==> src/hw/rtl/rpt_pkg.sv <==
// ----------------------------------------------------------------------------
// rpt_pkg
// shared widths, register map and the state/result structs of the period
// tracker
// ----------------------------------------------------------------------------
package rpt_pkg;

   localparam int TIME_W     = 32;
   localparam int ACC_W      = 48;
   localparam int COUNT_W    = 16;
   localparam int SLOT_OUT_W = 4;
   localparam int SHIFT_W    = 4;
   localparam int CSR_DATA_W = 32;
   localparam int CSR_ADDR_W = 3;

   localparam logic [SHIFT_W-1:0] SHIFT_RESET = 4'd4;

   // register index, taken from csr address bit 2
   localparam logic REG_WINDOW_SHIFT = 1'b0;

   typedef struct packed {
      logic [TIME_W-1:0]  last_edge_time;
      logic [TIME_W-1:0]  last_gap;
      logic [TIME_W-1:0]  turn_start;
      logic [ACC_W-1:0]   acc;
      logic [COUNT_W-1:0] turns;
   } track_state_type;

   typedef struct packed {
      logic               new_turn;
      logic [TIME_W-1:0]  turn_period;
      logic [TIME_W-1:0]  turn_start;
      logic [TIME_W-1:0]  mean_period;
      logic [COUNT_W-1:0] turn_count;
   } track_result_type;

endpackage

==> src/hw/rtl/rpt_update.sv <==
// ----------------------------------------------------------------------------
// rpt_update
// one edge beat: new-turn test, period, moving average and turn count
// ----------------------------------------------------------------------------
module rpt_update
   import rpt_pkg::*;
(
   input  track_state_type         state_cur,
   input  logic [TIME_W-1:0]       edge_time,
   input  logic [SHIFT_W-1:0]      window_shift,
   output logic                    turn,
   output track_state_type         state_nxt,
   output track_result_type        result
);

   logic [TIME_W-1:0] gap;
   logic [TIME_W:0]   limit;
   logic [TIME_W-1:0] period;
   logic [ACC_W-1:0]  acc_upd;
   logic [ACC_W-1:0]  acc_new;
   logic [ACC_W-1:0]  mean_wide;

   assign gap     = edge_time - state_cur.last_edge_time;
   assign limit   = {1'b0, state_cur.last_gap} + {2'b00, state_cur.last_gap[TIME_W-1:1]};
   assign turn    = {1'b0, gap} > limit;
   assign period  = edge_time - state_cur.turn_start;
   assign acc_upd = state_cur.acc - (state_cur.acc >> window_shift)
                    + {{(ACC_W-TIME_W){1'b0}}, period};
   assign acc_new = turn ? acc_upd : state_cur.acc;
   assign mean_wide = acc_new >> window_shift;

   always_comb begin
      state_nxt.last_edge_time = edge_time;
      state_nxt.last_gap       = gap;
      state_nxt.turn_start     = turn ? edge_time : state_cur.turn_start;
      state_nxt.acc            = acc_new;
      state_nxt.turns          = turn ? state_cur.turns + 1'b1 : state_cur.turns;

      result.new_turn    = turn;
      result.turn_period = turn ? period : '0;
      result.turn_start  = turn ? state_cur.turn_start : '0;
      result.mean_period = (|mean_wide[ACC_W-1:TIME_W]) ? '1 : mean_wide[TIME_W-1:0];
      result.turn_count  = state_nxt.turns;
   end

endmodule

==> src/hw/rtl/revolution_period_tracker.sv <==
// ----------------------------------------------------------------------------
// revolution_period_tracker
// turn detection and period averaging from beacon sensor edges
//
//   channel  direction  handshake               payload
//   req      in         req_valid / req_ready   edge_time
//   rsp      out        rsp_valid / rsp_ready   new_turn, turn_period,
//                                                turn_start, slot_index,
//                                                mean_period, turn_count
//   csr      in         apb, pready tied high   window_shift at 0x0
//
// one beat per cycle while the output is not stalled: each edge is worked out
// in the accept cycle and registered in the output register at its end; the
// output register frees in the cycle it is taken, so req_ready stays high
// while rsp_ready is high
// synchronous reset clears all tracking state, window_shift returns to 4
// ----------------------------------------------------------------------------
module revolution_period_tracker
   import rpt_pkg::*;
#(
   parameter int RING_DEPTH = 16
) (
   input  logic                  clock,
   input  logic                  reset,

   input  logic                  req_valid,
   output logic                  req_ready,
   input  logic [TIME_W-1:0]     req_edge_time,

   output logic                  rsp_valid,
   input  logic                  rsp_ready,
   output logic                  rsp_new_turn,
   output logic [TIME_W-1:0]     rsp_turn_period,
   output logic [TIME_W-1:0]     rsp_turn_start,
   output logic [SLOT_OUT_W-1:0] rsp_slot_index,
   output logic [TIME_W-1:0]     rsp_mean_period,
   output logic [COUNT_W-1:0]    rsp_turn_count,

   input  logic                  csr_psel,
   input  logic                  csr_penable,
   input  logic                  csr_pwrite,
   input  logic [CSR_ADDR_W-1:0] csr_paddr,
   input  logic [CSR_DATA_W-1:0] csr_pwdata,
   output logic [CSR_DATA_W-1:0] csr_prdata,
   output logic                  csr_pready
);

   localparam int SLOT_W = (RING_DEPTH > 2) ? $clog2(RING_DEPTH) : 1;
   localparam int EXT_W  = (SLOT_W > SLOT_OUT_W) ? SLOT_W : SLOT_OUT_W;
   localparam logic [SLOT_W-1:0] SLOT_LAST = SLOT_W'(RING_DEPTH - 1);

   logic [SHIFT_W-1:0] window_shift_ff, window_shift_in;
   track_state_type    state_ff, state_in;
   logic [SLOT_W-1:0]  slot_ff, slot_in;

   logic               rsp_valid_ff, rsp_valid_in;
   track_result_type   result_ff, result_in;
   logic [SLOT_W-1:0]  rsp_slot_ff, rsp_slot_in;

   logic               accept;
   logic               turn;
   track_state_type    state_upd;
   logic               csr_write;
   logic [EXT_W-1:0]   slot_ext;

   rpt_update u_update (
      .state_cur    (state_ff),
      .edge_time    (req_edge_time),
      .window_shift (window_shift_ff),
      .turn         (turn),
      .state_nxt    (state_upd),
      .result       (result_in)
   );

   assign req_ready = ~reset & (~rsp_valid_ff | rsp_ready);
   assign accept    = req_valid & req_ready;

   assign csr_pready = 1'b1;
   assign csr_write  = csr_psel & csr_penable & csr_pwrite & csr_pready;

   always_comb begin
      window_shift_in = window_shift_ff;
      if (csr_write && csr_paddr[2] == REG_WINDOW_SHIFT) begin
         window_shift_in = csr_pwdata[SHIFT_W-1:0];
      end
      csr_prdata = '0;
      if (csr_paddr[2] == REG_WINDOW_SHIFT) begin
         csr_prdata = {{(CSR_DATA_W-SHIFT_W){1'b0}}, window_shift_ff};
      end
   end

   always_comb begin
      state_in     = state_ff;
      slot_in      = slot_ff;
      rsp_slot_in  = rsp_slot_ff;
      rsp_valid_in = rsp_valid_ff & ~rsp_ready;
      if (accept) begin
         state_in     = state_upd;
         rsp_slot_in  = slot_ff;
         rsp_valid_in = 1'b1;
         if (turn) begin
            slot_in = (slot_ff == SLOT_LAST) ? '0 : slot_ff + 1'b1;
         end
      end
   end

   always_ff @(posedge clock) begin
      if (reset) begin
         window_shift_ff <= SHIFT_RESET;
         state_ff        <= '0;
         slot_ff         <= '0;
         rsp_valid_ff    <= 1'b0;
      end else begin
         window_shift_ff <= window_shift_in;
         state_ff        <= state_in;
         slot_ff         <= slot_in;
         rsp_valid_ff    <= rsp_valid_in;
      end
   end

   always_ff @(posedge clock) begin
      if (accept) begin
         result_ff <= result_in;
      end
      rsp_slot_ff <= rsp_slot_in;
   end

   assign slot_ext = EXT_W'(rsp_slot_ff);

   assign rsp_valid       = rsp_valid_ff;
   assign rsp_new_turn    = result_ff.new_turn;
   assign rsp_turn_period = result_ff.turn_period;
   assign rsp_turn_start  = result_ff.turn_start;
   assign rsp_slot_index  = slot_ext[SLOT_OUT_W-1:0];
   assign rsp_mean_period = result_ff.mean_period;
   assign rsp_turn_count  = result_ff.turn_count;

   a_accept_loads_rsp: assert property (@(posedge clock) disable iff (reset)
      accept |=> rsp_valid_ff)
      else $error("accepted edge beat left no result");

   a_count_follows_state: assert property (@(posedge clock) disable iff (reset)
      accept |=> rsp_turn_count == state_ff.turns)
      else $error("reported turn count differs from tracked count");

   a_no_turn_holds_count: assert property (@(posedge clock) disable iff (reset)
      accept && !turn |=> state_ff.turns == $past(state_ff.turns) &&
                          slot_ff == $past(slot_ff))
      else $error("count or slot moved without a new turn");

   a_turn_sets_start: assert property (@(posedge clock) disable iff (reset)
      accept && turn |=> state_ff.turn_start == $past(req_edge_time))
      else $error("turn start not taken from the edge");

   a_idle_fields_zero: assert property (@(posedge clock) disable iff (reset)
      rsp_valid_ff && !result_ff.new_turn |->
         result_ff.turn_period == '0 && result_ff.turn_start == '0)
      else $error("period or start nonzero on a plain edge");

endmodule

==> config.mk <==
export PLATFORM = sky130hd
export DESIGN_NAME = revolution_period_tracker
export DESIGN_NICKNAME = d
export VERILOG_FILES = /design/src/hw/rtl/rpt_pkg.sv /design/src/hw/rtl/rpt_update.sv /design/src/hw/rtl/revolution_period_tracker.sv
export SDC_FILE = /design/constraint.sdc
export NUM_CORES = 1
export LEC_CHECK = 0
export BUFFER_PORTS_ARGS = -buffer_cell sky130_fd_sc_hd__buf_2
export CORE_MARGIN = 5
export CORE_UTILIZATION = 62
export CTS_BUF_LIST = sky130_fd_sc_hd__clkbuf_8 sky130_fd_sc_hd__clkbuf_16
export CTS_CLUSTER_DIAMETER = 40
export DETAILED_ROUTE_END_ITERATION = 16
export MAX_ROUTING_LAYER = met4
export PLACE_DENSITY = 0.89
export SLEW_MARGIN = 20
export SYNTH_ARGS = -nofsm -noshare
export SYNTH_HDL_FRONTEND = slang
export SYNTH_SLANG_ARGS = --single-unit
==> constraint.sdc <==
create_clock -name clock -period 10.6 [get_ports clock]
set_input_delay 0.53 -clock clock [delete_from_list [all_inputs] [get_ports clock]]
set_output_delay 0.53 -clock clock [all_outputs]
set_load 0.1 [all_outputs]
==> impl_metrics.json <==
{
  "status": "finished, final reports clean",
  "grt_max_degree": 84,
  "cp-end-kind": "flip-flop",
  "period_needed_ns": 9.02,
  "worst_setup_path_start_kind": "flip-flop",
  "max_freq_mhz": 111,
  "h-tree-depth": 2,
  "drt_iter0_drc": 2422,
  "cts_buffer_depth": 3,
  "cp-endpoint": "rsp_mean_period[12]",
  "critPathKind": "reg -> reg",
  "clock_sinks": 286,
  "yosys_warnings": 0,
  "cts_buffers": 47,
  "grt_use_total_pct": 32.4,
  "die-width_um": 209,
  "m1WireLength_um": 28600,
  "ys_seq_area_share_pct": 28.1,
  "cp_max_fo": 21,
  "wl_per_cell_um": 19.8,
  "met2WireLength_um": 34400,
  "cp.required_ns": 10.89,
  "r2r_start": "state_ff[64]",
  "viasPerCell": 6.36,
  "setup_viol": 0,
  "drive_above_1_share_pct": 12.6,
  "die-area_um2": 43600,
  "worst_hold_startpoint": "csr_pwdata[0]",
  "cts_tree": "done",
  "synth_seq_cells": 286,
  "cts_root_buf": "clkbuf_16",
  "rsz0062_at_grt": "false",
  "crit_path_max_incr_delay_ns": 0.68,
  "routed_wl_um": 72100,
  "rows": 72,
  "firstDrtPassIters": 7,
  "nFillCells": 3007,
  "synthDistinctLibCells": 102,
  "fin_crit_sh_pct": 85.1,
  "drv_cap": 0,
  "ant_nets": 0,
  "synthToLayoutAreaGrowth_pct": 10.2,
  "num-nets-final": 3383,
  "slew_violations": 0,
  "worstSetupStartpoint": "state_ff[64]",
  "slowest_stage": "a2111oi_0",
  "overflow": 0,
  "r2r_end": "rsp_mean_period[12]",
  "critPathTopFamily": "compound AO/OA/AOI/OAI gates",
  "drc": 0,
  "crit_buf_inv": 3,
  "cp.arrival_ns": 9.31,
  "slew_headroom_pct": 33.0,
  "hold_violations": 0,
  "critical_path_depth": 31,
  "pin_count": 226,
  "synth_edf_count": 117,
  "grt_pass1_vias": 22200,
  "via_count": 23100,
  "hold_buffers": 0,
  "reg2reg_slack_ns": 1.58,
  "dp_hpwl_um": 53000,
  "antenna_found_initial": 2,
  "ys_async_sr_fraction_pct": 0,
  "place.gp.congestion": 0.984,
  "met3_length_um": 5960,
  "synth_area_um2": 24500,
  "grt_pass1_wl_um": 114000,
  "hold_class": "in -> reg",
  "fp.dieH_um": 209,
  "clock_skew_ns": 0.0253,
  "core_region_area_um2": 38900,
  "insertion_delay_ns": 0.59,
  "top_layer_used": "met4",
  "synth-main-ff-cell": "dfxtp_1",
  "port_buffers": 166,
  "start_util_pct": 63.0,
  "post_cts_resized": 0,
  "synth_area_per_cell_um2": 8.17,
  "timing.setup.tns_ns": 0,
  "path_clk_slew_ns": 0.06,
  "ff2ff_path_depth": 31,
  "fin_util_pct": 69.4,
  "synth_cells": 3001,
  "worstMarginPinSlew_ns": 1.00,
  "cts_setup_buffers": 0
}
[synthesized netlist by cell type (all sizes together), types with 5 or more instances]
cell type | n | area (µm²)
and3 | 33 | 211
mux2 | 28 | 315
nor2b | 21 | 131
a221oi | 5 | 50.0
buf | 75 | 443
or2 | 9 | 56.3
nor2 | 251 | 942
nand2 | 485 | 1820
a21o | 61 | 458
inv | 204 | 766
o211a | 6 | 60.1
nor4 | 5 | 31.3
o311ai | 5 | 43.8
a21oi | 325 | 1640
o21ai | 122 | 611
o31a | 6 | 53.8
or3 | 28 | 175
and4 | 7 | 63.8
a221o | 8 | 80.1
a2111oi | 7 | 86.3
edfxtp | 117 | 3510
clkbuf | 108 | 405
o41ai | 5 | 51.3
a31oi | 30 | 188
nand2b | 23 | 151
a21boi | 11 | 97.6
a211o | 5 | 43.8
dfxtp | 169 | 3380
fa | 35 | 701
nor3 | 39 | 195
mux2i | 87 | 871
o211ai | 41 | 318
nand4 | 19 | 119
mux4 | 45 | 1010
a211oi | 45 | 338
o31ai | 12 | 95.1
o21a | 21 | 158
xnor2 | 81 | 709
xor2 | 63 | 559
o21bai | 25 | 188
and2 | 29 | 181
nand3 | 45 | 225
ha | 192 | 2400
[worst min-delay path by stage]
stage               depth (start not counted)            endpoint  slack (ns)
floorplan                                   2       state_ff[129]        0.44
global placement                            2        state_ff[89]        0.44
detailed placement                          2        state_ff[68]        0.45
CTS                                         3  window_shift_ff[0]        0.18
global route                                3  window_shift_ff[0]        0.21
finish                                      3  window_shift_ff[0]        0.19
[worst register-to-register path, delay by kind of cell (launching register included)]
| kind | cells | cell delay (ns) |
|---|---|---|
| AO/OA/AOI/OAI | 21 | 5.93 |
| adder cells (fa/ha/maj) | 4 | 1.50 |
| flip-flops | 1 | 0.39 |
| buffers and inverters | 3 | 0.38 |
| AND/OR/NAND/NOR | 2 | 0.37 |
| XOR/XNOR | 1 | 0.15 |
[registers in the layout, indices dropped and copies added, names as in the netlist]
signal           flops
rsp_mean_period     32
rsp_new_turn         1
rsp_slot_index       4
rsp_turn_count      16
rsp_turn_period     32
rsp_turn_start      32
rsp_valid            1
slot_ff              4
state_ff           160
window_shift_ff      4
[cells by family (layout without fill, tap and decap cells)]
family	Yosys count	after routing	synth area share, %
xor gates and xnor gates	144	144	5.17
muxes	160	160	8.97
and+or+nand+nor	1012	1012	18.2
DFF	286	286	28.1
adders and majority gates	227	227	12.7
buffers and inverters	388	481	6.60
AOI/OAI and AO/OA	782	782	20.3
other	2	31	0.0306
[stage by stage]
stage	cell area [µm²]	hold WS [ns]	std cells	worst slack, ns
2_1_floorplan	24600	0.436	3028	3.12
3_3_place_gp	25500	0.441	3550	1.33
3_5_place_dp	25500	0.446	3550	1.09
4_1_cts	27000	0.181	3638	1.41
5_1_grt	27000	0.212	3641	1.12
6_report	27000	0.194	3641	1.58
[layer usage]
| layer | GRT usage (%) | vias to the layer above |
|---|---|---|
| met2 | 53.0 | 1232 |
| met4 | 13.6 | 0 |
| met3 | 4.96 | 255 |
| li1 | - | 10700 |
| met5 | - | - |
| met1 | 40.3 | 10900 |
[cells in the final DEF, fill, tap and decap left out, types with 39 or more instances in the layout]
cell type / instances
nand2_1: 483
a21oi_1: 322
nor2_1: 249
inv_1: 207
ha_1: 192
buf_2: 165
dfxtp_1: 165
edfxtp_1: 117
o21ai_0: 111
mux2i_1: 87
xnor2_1: 81
xor2_1: 62
a21o_1: 61
clkbuf_16: 47
a211oi_1: 45
nand3_1: 45
mux4_2: 45
o211ai_1: 39
nor3_1: 39
[final cells by class]
cell class / instances / area [µm²] / area share [%]
tap: 518 / 648 / 2.40
multi-input combinational: 2354 / 16100 / 59.8
clock buffer: 47 / 1180 / 4.35
antenna: 2 / 5.00 / 0.0185
inverter: 205 / 771 / 2.85
sequential: 286 / 6910 / 25.6
clock inverter: 41 / 367 / 1.36
timing repair buffer: 188 / 1000 / 3.71
Power is not shown: default switching activity piles up to over one toggle a cycle in this logic, so the estimate is an artifact.
